<file path="config.mk">
export PLATFORM = sky130hd
export DESIGN_NAME = qrpd_mixer
export DESIGN_NICKNAME = d
export VERILOG_FILES = /design/src/hw/rtl/qrpd_pkg.sv /design/src/hw/rtl/qrpd_mixer.sv
export SDC_FILE = /design/constraint.sdc
export NUM_CORES = 1
export LEC_CHECK = 0
export ABC_AREA = 1
export BUFFER_PORTS_ARGS = -buffer_cell sky130_fd_sc_hd__buf_4
export CAP_MARGIN = 25
export CORE_MARGIN = 3
export CORE_UTILIZATION = 30
export CTS_BUF_LIST = sky130_fd_sc_hd__clkbuf_4 sky130_fd_sc_hd__clkbuf_8
export CTS_CLUSTER_SIZE = 14
export DETAILED_ROUTE_END_ITERATION = 10
export PLACE_DENSITY_LB_ADDON = 0.1
export SYNTH_ARGS = -nofsm -noshare
export SYNTH_HDL_FRONTEND = slang
export SYNTH_SLANG_ARGS = --single-unit
</file>
<file path="constraint.sdc">
create_clock -name clk_i -period 7.65 [get_ports clk_i]
set_clock_uncertainty 0.1 [all_clocks]
set_input_delay 1.53 -clock clk_i [delete_from_list [all_inputs] [get_ports clk_i]]
set_output_delay 1.53 -clock clk_i [all_outputs]
set_load 0.01 [all_outputs]
</file>
<file path="src/hw/rtl/qrpd_pkg.sv">
`default_nettype none
// ----------------------------------------------------------------------------
// qrpd_pkg
// Types and constants shared by the rate PD controller and motor mixer.
// ----------------------------------------------------------------------------
package qrpd_pkg;

  localparam int unsigned RateW  = 16;
  localparam int unsigned ErrW   = RateW + 1;
  localparam int unsigned DiffW  = RateW + 2;
  localparam int unsigned GainW  = 16;
  localparam int unsigned LimW   = 10;
  localparam int unsigned PulseW = 12;
  localparam int unsigned CmdW   = LimW + 1;
  localparam int unsigned FracW  = 12;
  localparam int unsigned CfgIdxW  = 3;
  localparam int unsigned CfgDataW = 16;
  localparam int unsigned PipeDepth = 4;

  typedef enum logic [CfgIdxW-1:0] {
    CfgGainPPitchRoll = 3'd0,
    CfgGainDPitchRoll = 3'd1,
    CfgGainPYaw       = 3'd2,
    CfgGainDYaw       = 3'd3,
    CfgAxisLimit      = 3'd4,
    CfgPulseMin       = 3'd5,
    CfgPulseMax       = 3'd6
  } cfg_reg_e;

  localparam logic [GainW-1:0]  RstGainPPitchRoll = 16'd512;
  localparam logic [GainW-1:0]  RstGainDPitchRoll = 16'd4608;
  localparam logic [GainW-1:0]  RstGainPYaw       = 16'd1024;
  localparam logic [GainW-1:0]  RstGainDYaw       = 16'd0;
  localparam logic [LimW-1:0]   RstAxisLimit      = 10'd300;
  localparam logic [PulseW-1:0] RstPulseMin       = 12'd1100;
  localparam logic [PulseW-1:0] RstPulseMax       = 12'd2000;

  typedef struct packed {
    logic signed [RateW-1:0] pitch_rate_target;
    logic signed [RateW-1:0] roll_rate_target;
    logic signed [RateW-1:0] yaw_rate_target;
    logic signed [RateW-1:0] pitch_rate_measured;
    logic signed [RateW-1:0] roll_rate_measured;
    logic signed [RateW-1:0] yaw_rate_measured;
    logic [PulseW-1:0]       throttle_pulse;
  } in_item_t;

  typedef struct packed {
    logic [PulseW-1:0] motor_front_pulse;
    logic [PulseW-1:0] motor_second_pulse;
    logic [PulseW-1:0] motor_third_pulse;
    logic [PulseW-1:0] motor_fourth_pulse;
  } out_item_t;

  typedef struct packed {
    logic [GainW-1:0] kp;
    logic [GainW-1:0] kd;
    logic [LimW-1:0]  limit;
  } axis_cfg_t;

  typedef struct packed {
    logic [PulseW-1:0] pmin;
    logic [PulseW-1:0] pmax;
  } pulse_cfg_t;

endpackage
`default_nettype wire

</file>
<file path="src/hw/rtl/qrpd_mixer.sv">
`default_nettype none
// ----------------------------------------------------------------------------
// qrpd_mixer
// X-frame mixer: combines throttle and the three axis commands, then clamps.
// ----------------------------------------------------------------------------
module qrpd_mixer (
  input  wire                                clk_i,
  input  wire                                adv_i,
  input  wire [qrpd_pkg::PulseW-1:0]         throttle_i,
  input  wire signed [qrpd_pkg::CmdW-1:0]    pitch_i,
  input  wire signed [qrpd_pkg::CmdW-1:0]    roll_i,
  input  wire signed [qrpd_pkg::CmdW-1:0]    yaw_i,
  input  qrpd_pkg::pulse_cfg_t               cfg_i,
  output qrpd_pkg::out_item_t                item_o
);
  import qrpd_pkg::*;

  localparam int unsigned MixW = PulseW + 2;

  logic signed [MixW-1:0] thr, cp, cr, cy, pmax, pmin;
  logic signed [MixW-1:0] mix [4];
  logic [PulseW-1:0]      pulse [4];
  out_item_t              item_q;

  function automatic logic [PulseW-1:0] clamp_pulse(
    input logic signed [MixW-1:0] p,
    input logic signed [MixW-1:0] hi,
    input logic signed [MixW-1:0] lo
  );
    logic signed [MixW-1:0] t;
    t = (p > hi) ? hi : p;
    t = (t < lo) ? lo : t;
    return t[PulseW-1:0];
  endfunction

  assign thr  = $signed({2'b00, throttle_i});
  assign cp   = MixW'(pitch_i);
  assign cr   = MixW'(roll_i);
  assign cy   = MixW'(yaw_i);
  assign pmax = $signed({2'b00, cfg_i.pmax});
  assign pmin = $signed({2'b00, cfg_i.pmin});

  assign mix[0] = thr + cp - cr + cy;
  assign mix[1] = thr - cp - cr - cy;
  assign mix[2] = thr - cp + cr + cy;
  assign mix[3] = thr + cp + cr - cy;

  always_comb begin
    for (int i = 0; i < 4; i++) begin
      pulse[i] = clamp_pulse(mix[i], pmax, pmin);
    end
  end

  always_ff @(posedge clk_i) begin
    if (adv_i) begin
      item_q.motor_front_pulse  <= pulse[0];
      item_q.motor_second_pulse <= pulse[1];
      item_q.motor_third_pulse  <= pulse[2];
      item_q.motor_fourth_pulse <= pulse[3];
    end
  end

  assign item_o = item_q;

endmodule
`default_nettype wire

</file>
==> reports/results.ini <==
[run_status]
status = finished, violations left
violations = negative setup slack

[power]
p_seq_frac = 0.064
p_total_uw = 8150
leakagePower_uw = 0.00796
internal-power_uw = 4220
power_density_nw_per_um2 = 522
sw_frac_of_total = 0.483
ir_worst_vdd_uv = 298
combPwrFrac = 0.917
power_frac_clock = 0.018
p_sw_uw = 3940

[finish]
drive_gt1_frac = 0.432
nFillCells = 3136
largest_register_ff_count = 48
nNetsFinal = 2097
multi_input_area_um2 = 8870
finalInstanceArea_um2 = 15600
register_area_um2 = 1440
num_antenna_cells = 0
area_growth_syn_to_layout_pct = 61.5

[timing]
slew_headroom = 0.590
rsz0062_at_grt = yes
worst_slack_ps = -56.4
whs_ps = 1440
finalCritPeriodShare = 1.01
final-setup-viol-count = 7
period_minus_slack_ps = 7710
maxSlewViolCount = 0
finalHoldViolations = 0
tns_ps = -258
worst_pin_slew_ps = 615
fmax_mhz = 130

[cts]
h-tree-depth = 2
cts_inserted_buffers = 5
cts_buffer_depth = 2
path_clk_slew_ps = 90
cts_tree = yes
clockRootBuffer = clkbuf_8
cts_sinks = 48

[detailed_routing]
drtIter0Drc = 434
vias = 10312
via_per_inst = 4.69
routed_wl_um = 35500
first_pass_iters = 5
drc = 0
postRouteAntennaNets = 0
wl_per_cell_um = 16.1

[logic_synthesis]
yosysSeqAreaShare = 0.149
async_flop_share = 0
netlist_top_cells_area = ha_1, edfxtp_1, nand2_1
synth_edf_count = 48
ys.flop_type = edfxtp_1
synth_fp_nets = 1602
yosysWarnings = 0
synth.top_cell.area_share = 0.224
netlist-cell-type-count = 42
netlist_area_um2 = 9680
avgSynthCellArea_um2 = 7.43
synth-seq-cells = 48
yosys.area.top_type = ha_1
syn_inst = 1303

[hold_path]
whs_endpoint = item_o[41]
holdCritPathClass = input port to register
min_from = cfg_i[17]
hold_path_depth = 3

[place]
place.port_buffers = 118
placed_area_um2 = 13300
hpwl_um = 28900
routabilityCongestion = 0.893

[setup_path]
cp_max_fo = 6
worstSetupPathType = input port to register
worst_ep_arrival_time_ps = 7670
crit_path_start_kind = input port
path_buf_inv = 13
critPathSlowestCell = fa_1
critPathRequiredTime_ps = 7610
critPathMaxStageDelay_ps = 480
crit_path_end_kind = register
path_delay_family = adder cells

[grt]
groute.usage.overall = 0.199
grt_first_pass_wirelength_um = 54100
antenna_found_initial = 0
overflow = 0
grt_pass1_vias = 10412
grt_max_degree = 49

[floorplanning]
io_pins = 119
rows = 65
initial_core_util = 0.306
core_um2 = 31600
dieArea_um2 = 34400
die_h_um = 186
die_width_um = 186

[flow_run]
cap_violations = 0

## cells in the final DEF, fill, tap and decap left out, types with 4 or more instances in the layout
master / count
buf_4: 480
nand2_1: 278
inv_1: 165
ha_1: 147
nand3_1: 88
a21oi_1: 67
fa_1: 50
nand2_2: 49
edfxtp_1: 48
nor2_1: 41
xor2_1: 36
ha_4: 22
a21oi_2: 21
nand3_2: 21
o21ai_1: 21
o21ai_2: 20
nand2_4: 19
inv_2: 17
o21ai_0: 16
xor2_2: 11
buf_6: 11
nor2_2: 10
nand4_1: 10
nand2_8: 10
nor3_1: 9
xnor2_1: 9
buf_12: 9
o211ai_1: 7
nand3_4: 7
o21ai_4: 7
nor3_2: 6
xnor2_2: 6
a21oi_4: 5
a211oi_2: 5
a211oi_1: 5
fa_2: 5
clkbuf_8: 5
a21boi_0: 4
ha_2: 4
## routing by layer
layer,vias up,track usage,share of wire
met1,4756,0.248,0.45
met3,43,0.00879,0.026
met4,0,0.0572,0.027
met5,-,0,0
met2,197,0.373,0.50
li1,5316,-,-
## how the worst max path moves through the flow
stage                  startpoint         end  slack, ps  cells after the start
global placement    throttle_i[0]  item_o[43]      -1230                     42
detailed placement  throttle_i[0]  item_o[43]      -1220                     42
floorplan           throttle_i[0]  item_o[37]        150                     38
global route        throttle_i[0]   item_o[5]       -340                     45
finish              throttle_i[0]  item_o[36]        -60                     45
CTS                 throttle_i[0]  item_o[47]       -170                     44
## power by group through the flow
| stage | Clock, uW | Combinational (uW) | Sequential (uW) |
|---|---|---|---|
| 6_report | 150 | 7480 | 524 |
| 5_1_grt | 165 | 8140 | 535 |
| 4_1_cts | 153 | 6450 | 527 |
| 3_5_place_dp | 0 | 5410 | 532 |
| 3_3_place_gp | 0 | 5370 | 530 |
| 2_1_floorplan | 0 | 2720 | 593 |
## stage by stage
step	utilization	setup WS, ps	instances
2_1_floorplan	-	146	1303
3_3_place_gp	0.421	-1230	2114
3_5_place_dp	0.421	-1220	2114
4_1_cts	0.459	-172	2173
5_1_grt	0.494	-342	2201
6_report	0.494	-56.4	2201
## logic make-up after synthesis
group / after synthesis / share of synthesized area
adder cells (fa/ha/maj): 228 / 0.337
buffers and inverters: 208 / 0.0884
XOR/XNOR: 66 / 0.0597
flip-flops: 48 / 0.149
AND/OR/NAND/NOR: 551 / 0.247
AO/OA/AOI/OAI: 202 / 0.118
## repair_timing
action                                  CTS  global route
endpoints found under the setup margin   48            48
resized for setup                       175           177
setup buffers                            44            29
hold buffers                              0             0
pin swaps                                37           120
cloned                                    7             5
## worst min-delay path: stages
cell	delay, ps
buf_4	120
nand2_2	50
nand2_1	40
## synthesized netlist by cell type (10+ instances only)
cell type    n
nor3_1      16
edfxtp_1    48
nand3_1    115
ha_1       173
o21ai_0     64
nand2_2     19
xnor2_1     16
clkbuf_1    11
nor2_1      51
xor2_1      50
a211oi_1    10
a21oi_1     91
fa_1        55
inv_1      177
nand2_1    324
nand4_1     10
## cell type report
cell class / instances / area share
Tap cell: 402 / 0.0322
Clock inverter: 3 / 0.000881
Multi-Input combinational cell: 1054 / 0.568
Timing Repair Buffer: 507 / 0.259
Sequential cell: 48 / 0.0922
Clock buffer: 5 / 0.00440
Inverter: 182 / 0.0437
Power figures use the tool's default switching activity.
