===== config.mk =====
export PLATFORM = sky130hd
export DESIGN_NAME = qrpd_axis_lane
export DESIGN_NICKNAME = d
export VERILOG_FILES = /design/src/hw/rtl/qrpd_pkg.sv /design/src/hw/rtl/qrpd_axis_lane.sv
export SDC_FILE = /design/constraint.sdc
export NUM_CORES = 2
export LEC_CHECK = 0
export ABC_AREA = 0
export BUFFER_PORTS_ARGS = -buffer_cell sky130_fd_sc_hd__buf_4
export CORE_AREA = 2 2 288 233
export CTS_CLUSTER_SIZE = 40
export DETAILED_ROUTE_END_ITERATION = 10
export DIE_AREA = 0 0 290 235
export PLACE_DENSITY_LB_ADDON = 0.25
export SLEW_MARGIN = 20
export SYNTH_ARGS = -nofsm -noshare
export SYNTH_HDL_FRONTEND = slang
export SYNTH_SLANG_ARGS = --single-unit

===== constraint.sdc =====
create_clock -name clk_i -period 15 [get_ports clk_i]
set_input_delay 3 -clock clk_i [delete_from_list [all_inputs] [get_ports clk_i]]
set_output_delay 3 -clock clk_i [all_outputs]
set_load 0.05 [all_outputs]

===== src/hw/rtl/qrpd_pkg.sv =====
`default_nettype none
// ----------------------------------------------------------------------------
// qrpd_pkg
// Types and constants shared by the rate PD controller and motor mixer.
// ----------------------------------------------------------------------------
package qrpd_pkg;

  localparam int unsigned RateW  = 16;
  localparam int unsigned ErrW   = RateW + 1;
  localparam int unsigned DiffW  = RateW + 2;
  localparam int unsigned GainW  = 16;
  localparam int unsigned LimW   = 10;
  localparam int unsigned PulseW = 12;
  localparam int unsigned CmdW   = LimW + 1;
  localparam int unsigned FracW  = 12;
  localparam int unsigned CfgIdxW  = 3;
  localparam int unsigned CfgDataW = 16;
  localparam int unsigned PipeDepth = 4;

  typedef enum logic [CfgIdxW-1:0] {
    CfgGainPPitchRoll = 3'd0,
    CfgGainDPitchRoll = 3'd1,
    CfgGainPYaw       = 3'd2,
    CfgGainDYaw       = 3'd3,
    CfgAxisLimit      = 3'd4,
    CfgPulseMin       = 3'd5,
    CfgPulseMax       = 3'd6
  } cfg_reg_e;

  localparam logic [GainW-1:0]  RstGainPPitchRoll = 16'd512;
  localparam logic [GainW-1:0]  RstGainDPitchRoll = 16'd4608;
  localparam logic [GainW-1:0]  RstGainPYaw       = 16'd1024;
  localparam logic [GainW-1:0]  RstGainDYaw       = 16'd0;
  localparam logic [LimW-1:0]   RstAxisLimit      = 10'd300;
  localparam logic [PulseW-1:0] RstPulseMin       = 12'd1100;
  localparam logic [PulseW-1:0] RstPulseMax       = 12'd2000;

  typedef struct packed {
    logic signed [RateW-1:0] pitch_rate_target;
    logic signed [RateW-1:0] roll_rate_target;
    logic signed [RateW-1:0] yaw_rate_target;
    logic signed [RateW-1:0] pitch_rate_measured;
    logic signed [RateW-1:0] roll_rate_measured;
    logic signed [RateW-1:0] yaw_rate_measured;
    logic [PulseW-1:0]       throttle_pulse;
  } in_item_t;

  typedef struct packed {
    logic [PulseW-1:0] motor_front_pulse;
    logic [PulseW-1:0] motor_second_pulse;
    logic [PulseW-1:0] motor_third_pulse;
    logic [PulseW-1:0] motor_fourth_pulse;
  } out_item_t;

  typedef struct packed {
    logic [GainW-1:0] kp;
    logic [GainW-1:0] kd;
    logic [LimW-1:0]  limit;
  } axis_cfg_t;

  typedef struct packed {
    logic [PulseW-1:0] pmin;
    logic [PulseW-1:0] pmax;
  } pulse_cfg_t;

endpackage
`default_nettype wire


===== src/hw/rtl/qrpd_axis_lane.sv =====
`default_nettype none
// ----------------------------------------------------------------------------
// qrpd_axis_lane
// One axis of the PD controller: error, two products, floor scale and clamp.
// ----------------------------------------------------------------------------
module qrpd_axis_lane (
  input  wire                                 clk_i,
  input  wire                                 rst_ni,
  input  wire                                 adv_i,
  input  wire                                 take_i,
  input  wire signed [qrpd_pkg::RateW-1:0]    target_i,
  input  wire signed [qrpd_pkg::RateW-1:0]    measured_i,
  input  qrpd_pkg::axis_cfg_t                 cfg_i,
  output logic signed [qrpd_pkg::CmdW-1:0]    cmd_o
);
  import qrpd_pkg::*;

  localparam int unsigned PpW  = ErrW + GainW + 1;
  localparam int unsigned PdW  = DiffW + GainW + 1;
  localparam int unsigned AccW = PdW + 1;
  localparam int unsigned ScW  = AccW - FracW;

  logic signed [ErrW-1:0]  prev_q;
  logic signed [ErrW-1:0]  err_d, err_q;
  logic signed [DiffW-1:0] diff_d, diff_q;
  logic signed [PpW-1:0]   pp_q;
  logic signed [PdW-1:0]   pd_q;
  logic signed [AccW-1:0]  acc;
  logic signed [ScW-1:0]   scaled, lim_pos, lim_neg;
  logic signed [CmdW-1:0]  cmd_d, cmd_q;

  assign err_d  = ErrW'(target_i) - ErrW'(measured_i);
  assign diff_d = DiffW'(err_d) - DiffW'(prev_q);

  always_ff @(posedge clk_i or negedge rst_ni) begin
    if (!rst_ni) begin
      prev_q <= '0;
    end else if (take_i) begin
      prev_q <= err_d;
    end
  end

  // floor division by 4096 is an arithmetic shift
  assign acc     = AccW'(pp_q) + AccW'(pd_q);
  assign scaled  = ScW'(acc >>> FracW);
  assign lim_pos = $signed({{(ScW-LimW){1'b0}}, cfg_i.limit});
  assign lim_neg = -lim_pos;

  always_comb begin
    if (scaled > lim_pos) begin
      cmd_d = CmdW'(lim_pos);
    end else if (scaled < lim_neg) begin
      cmd_d = CmdW'(lim_neg);
    end else begin
      cmd_d = CmdW'(scaled);
    end
  end

  always_ff @(posedge clk_i) begin
    if (adv_i) begin
      err_q  <= err_d;
      diff_q <= diff_d;
      pp_q   <= PpW'($signed({1'b0, cfg_i.kp}) * err_q);
      pd_q   <= PdW'($signed({1'b0, cfg_i.kd}) * diff_q);
      cmd_q  <= cmd_d;
    end
  end

  assign cmd_o = cmd_q;

endmodule
`default_nettype wire


==> results.py <==
metrics = {
    "clock_tree": {
        "clkLatencyLatePin_ps": 440,
        "cts_root_buffer": "clkbuf_16",
        "post_cts.repair.setup_buffers": 0,
        "cts_hold_buf": 0,
        "path_clk_slew_ps": 70,
        "cts_tree": "built",
        "cts_inserted_buffers": 17,
        "cts.path.max_buffers": 2,
        "htree_levels": 4,
        "cts_resized": 0,
        "cts.sinks": 132,
    },
    "floorplanning": {
        "pin_count": 89,
        "core_area_um2": 65270,
        "die_h_um": 235,
        "die-area_um2": 68150,
        "initial_utilization": 0.4477,
        "rows": 84,
        "fp.dieW_um": 290,
    },
    "logic_synthesis": {
        "ys_seq_area_frac": 0.1327,
        "ys_types": 74,
        "synth_flop_cell": "edfxtp_1",
        "postSynthCellCount": 3208,
        "postSynthAreaPerCell_um2": 9.109,
        "synth_warnings": 0,
        "syn_area_um2": 29220,
        "synth_top_area_frac": 0.3453,
        "ys_top_cells_by_area": "fa_1, ha_1, edfxtp_1",
        "async_flop_share": 0.1288,
        "synth_edf_count": 115,
        "syn-num-nets": 4108,
        "ys_ff_latch": 132,
        "synth_top_area_cell": "fa_1",
    },
    "run_status": {
        "status": "finished clean",
    },
    "global_routing": {
        "grt_pass1_vias": 21290,
        "grt_pass1_wl_mm": 112.0,
        "grt_usage": 0.2043,
        "grt_max_degree": 67,
        "grt_antenna_before_repair": 0,
        "grt_overflow_total": 0,
    },
    "detailed_routing": {
        "finalWirelength_mm": 66.69,
        "drc_errors": 0,
        "wl_per_cell_um": 16.27,
        "firstDrtPassIters": 6,
        "num_vias": 20970,
        "drt_iter0_drc": 1213,
        "drt-vias-per-instance": 5.115,
        "ant_nets": 0,
    },
    "layout": {
        "nNetsFinal": 4126,
        "drive_gt1_frac": 0.04878,
        "post-route-util": 0.4784,
        "diodes": 0,
        "syn2layout_area_growth_pct": 6.846,
    },
    "timing": {
        "final_max_slew_viol_count": 0,
        "max_freq_ghz": 0.1076,
        "fin_skew_ps": 13.49,
        "grt_setup_unrepaired": "false",
        "setup_viol": 0,
        "worst_pin_slew_ps": 1148,
        "min_period_ps": 9292,
        "final_hold_viol_count": 0,
        "post-route-period-util": 0.6194,
        "relSlewSlack": 0.2344,
        "fin_tns_setup_ps": 0,
    },
    "min_path": {
        "worstHoldStart": "prev_q[14]",
        "hp-class": "flip-flop to flip-flop",
        "hold_depth": 1,
        "holdPathEnd": "prev_q[14]",
    },
    "worst_setup_path": {
        "worstPathArrival_ps": 9470,
        "worst_setup_path_end_kind": "flip-flop",
        "startpoint": "cfg_i[12]",
        "rr_worst_depth": 23,
        "rrSetupSlack_ps": 7580,
        "path_max_fanout": 18,
        "reg2reg_from": "diff_q[7]",
        "critical_path_class": "input pin to flip-flop",
        "required_ps": 15180,
        "worstReg2RegEnd": "pd_q[33]",
        "worst_setup_path_start_kind": "input pin",
    },
    "placed_design": {
        "io_buffers": 88,
        "dpl.hpwl_mm": 54.68,
        "place_congestion": 0.8655,
    },
    "flow_run": {
        "cap_violations": 0,
    },
}
==> sequential cells by signal, summed over array words and instances, names as in the netlist <==
register,count
diff_q,18
err_q,17
cmd_o,11
prev_q,17
pp_q,34
pd_q,35
==> layout make-up <==
type,instances,area [um^2]
flip-flops and latches,132,3879
multi-input cells,2205,22070
inverters,774,2905
clock buffers,17,425.4
well taps,860,1076
fillers,6228,34050
clock inverters,15,148.9
repair buffers,96,720.7
==> how the worst max path moves through the flow <==
stage                     slack [ps]        to
final                           5710  pd_q[33]
after global placement          5300  pd_q[33]
after CTS                       5700  pd_q[33]
after detailed placement        5240  pd_q[33]
after global routing            5260  pd_q[33]
after floorplan                 5490  pd_q[33]
==> placed cells by master, fill, tap and decap left out, types with 7 or more instances in the layout <==
master       n
a31oi_1     15
nand4_1     15
o21ai_0     70
ha_1       318
dfrtp_1     17
nor2_1      96
nand2b_1    19
buf_4       96
fa_1       504
o21a_1      22
nor2b_1     27
nand2_1    341
mux2_2      11
a21o_1      60
clkbuf_16   17
nor3_1      33
and2_1     287
and3_1      12
o31ai_1      7
a21boi_0     7
edfxtp_1   115
nor4_1       9
nand3_1     23
inv_1      774
a211oi_1    16
a211o_1      7
o211ai_1    11
a21oi_1     99
nand4b_1     7
o21bai_1    12
xnor2_1     70
or3_1        9
xor2_1      26
==> layer usage <==
metal	GRT usage	share of wire	vias up
li1	-	-	9983
met1	0.3042	0.48	10420
met2	0.3218	0.45	494
met3	0.02781	0.050	65
met4	0.03409	0.014	0
met5	0	0	-
==> logic make-up (layout without fill, tap and decap cells) <==
| group | after synthesis | count (layout) | synth area share |
|---|---|---|---|
| compound gates | 377 | 377 | 0.08542 |
| fa+ha+maj | 822 | 822 | 0.4814 |
| flops | 132 | 132 | 0.1327 |
| simple gates | 894 | 894 | 0.1533 |
| mux | 16 | 16 | 0.005952 |
| xor+xnor | 96 | 96 | 0.02877 |
| buf+inv | 871 | 902 | 0.1124 |
==> worst max-delay path, cell delays in order <==
cell and delay, ps:
buf_4 220, nand2_1 120, fa_1 530, fa_1 510, fa_1 520, inv_1 50
fa_1 490, fa_1 490, inv_1 50, fa_1 470, inv_1 40, ha_1 340
a21o_1 180, a21o_1 160, a21o_1 180, a21o_1 170, a21oi_1 140, nand3b_1 240
o311a_1 380, o21ai_0 430, o21bai_1 160, a2111oi_0 480, xnor2_1 110
==> synth_stat cells (12+ instances only) <==
cell type  instances
inv_1            774
fa_1             504
nand2_1          341
ha_1             318
and2_1           287
edfxtp_1         115
a21oi_1           99
nor2_1            96
clkbuf_1          92
o21ai_0           70
xnor2_1           70
a21o_1            60
nor3_1            33
nor2b_1           27
xor2_1            26
nand3_1           23
o21a_1            22
nand2b_1          19
dfrtp_1           17
a211oi_1          16
a31oi_1           15
nand4_1           15
and3_1            12
o21bai_1          12
==> through the flow <==
stage	cells	instance area, um^2	setup slack, ps	hold slack (ps)
CTS	4099	31210	5698	516.1
floorplan	3208	29220	5490	480.7
detailed placement	4067	30640	5236	500.3
finish	4099	31220	5708	511.2
global route	4099	31220	5257	529.5
global placement	4067	30640	5296	492.1
Power is not shown: default switching activity piles up to over one toggle a cycle in this logic, so the estimate is an artifact.
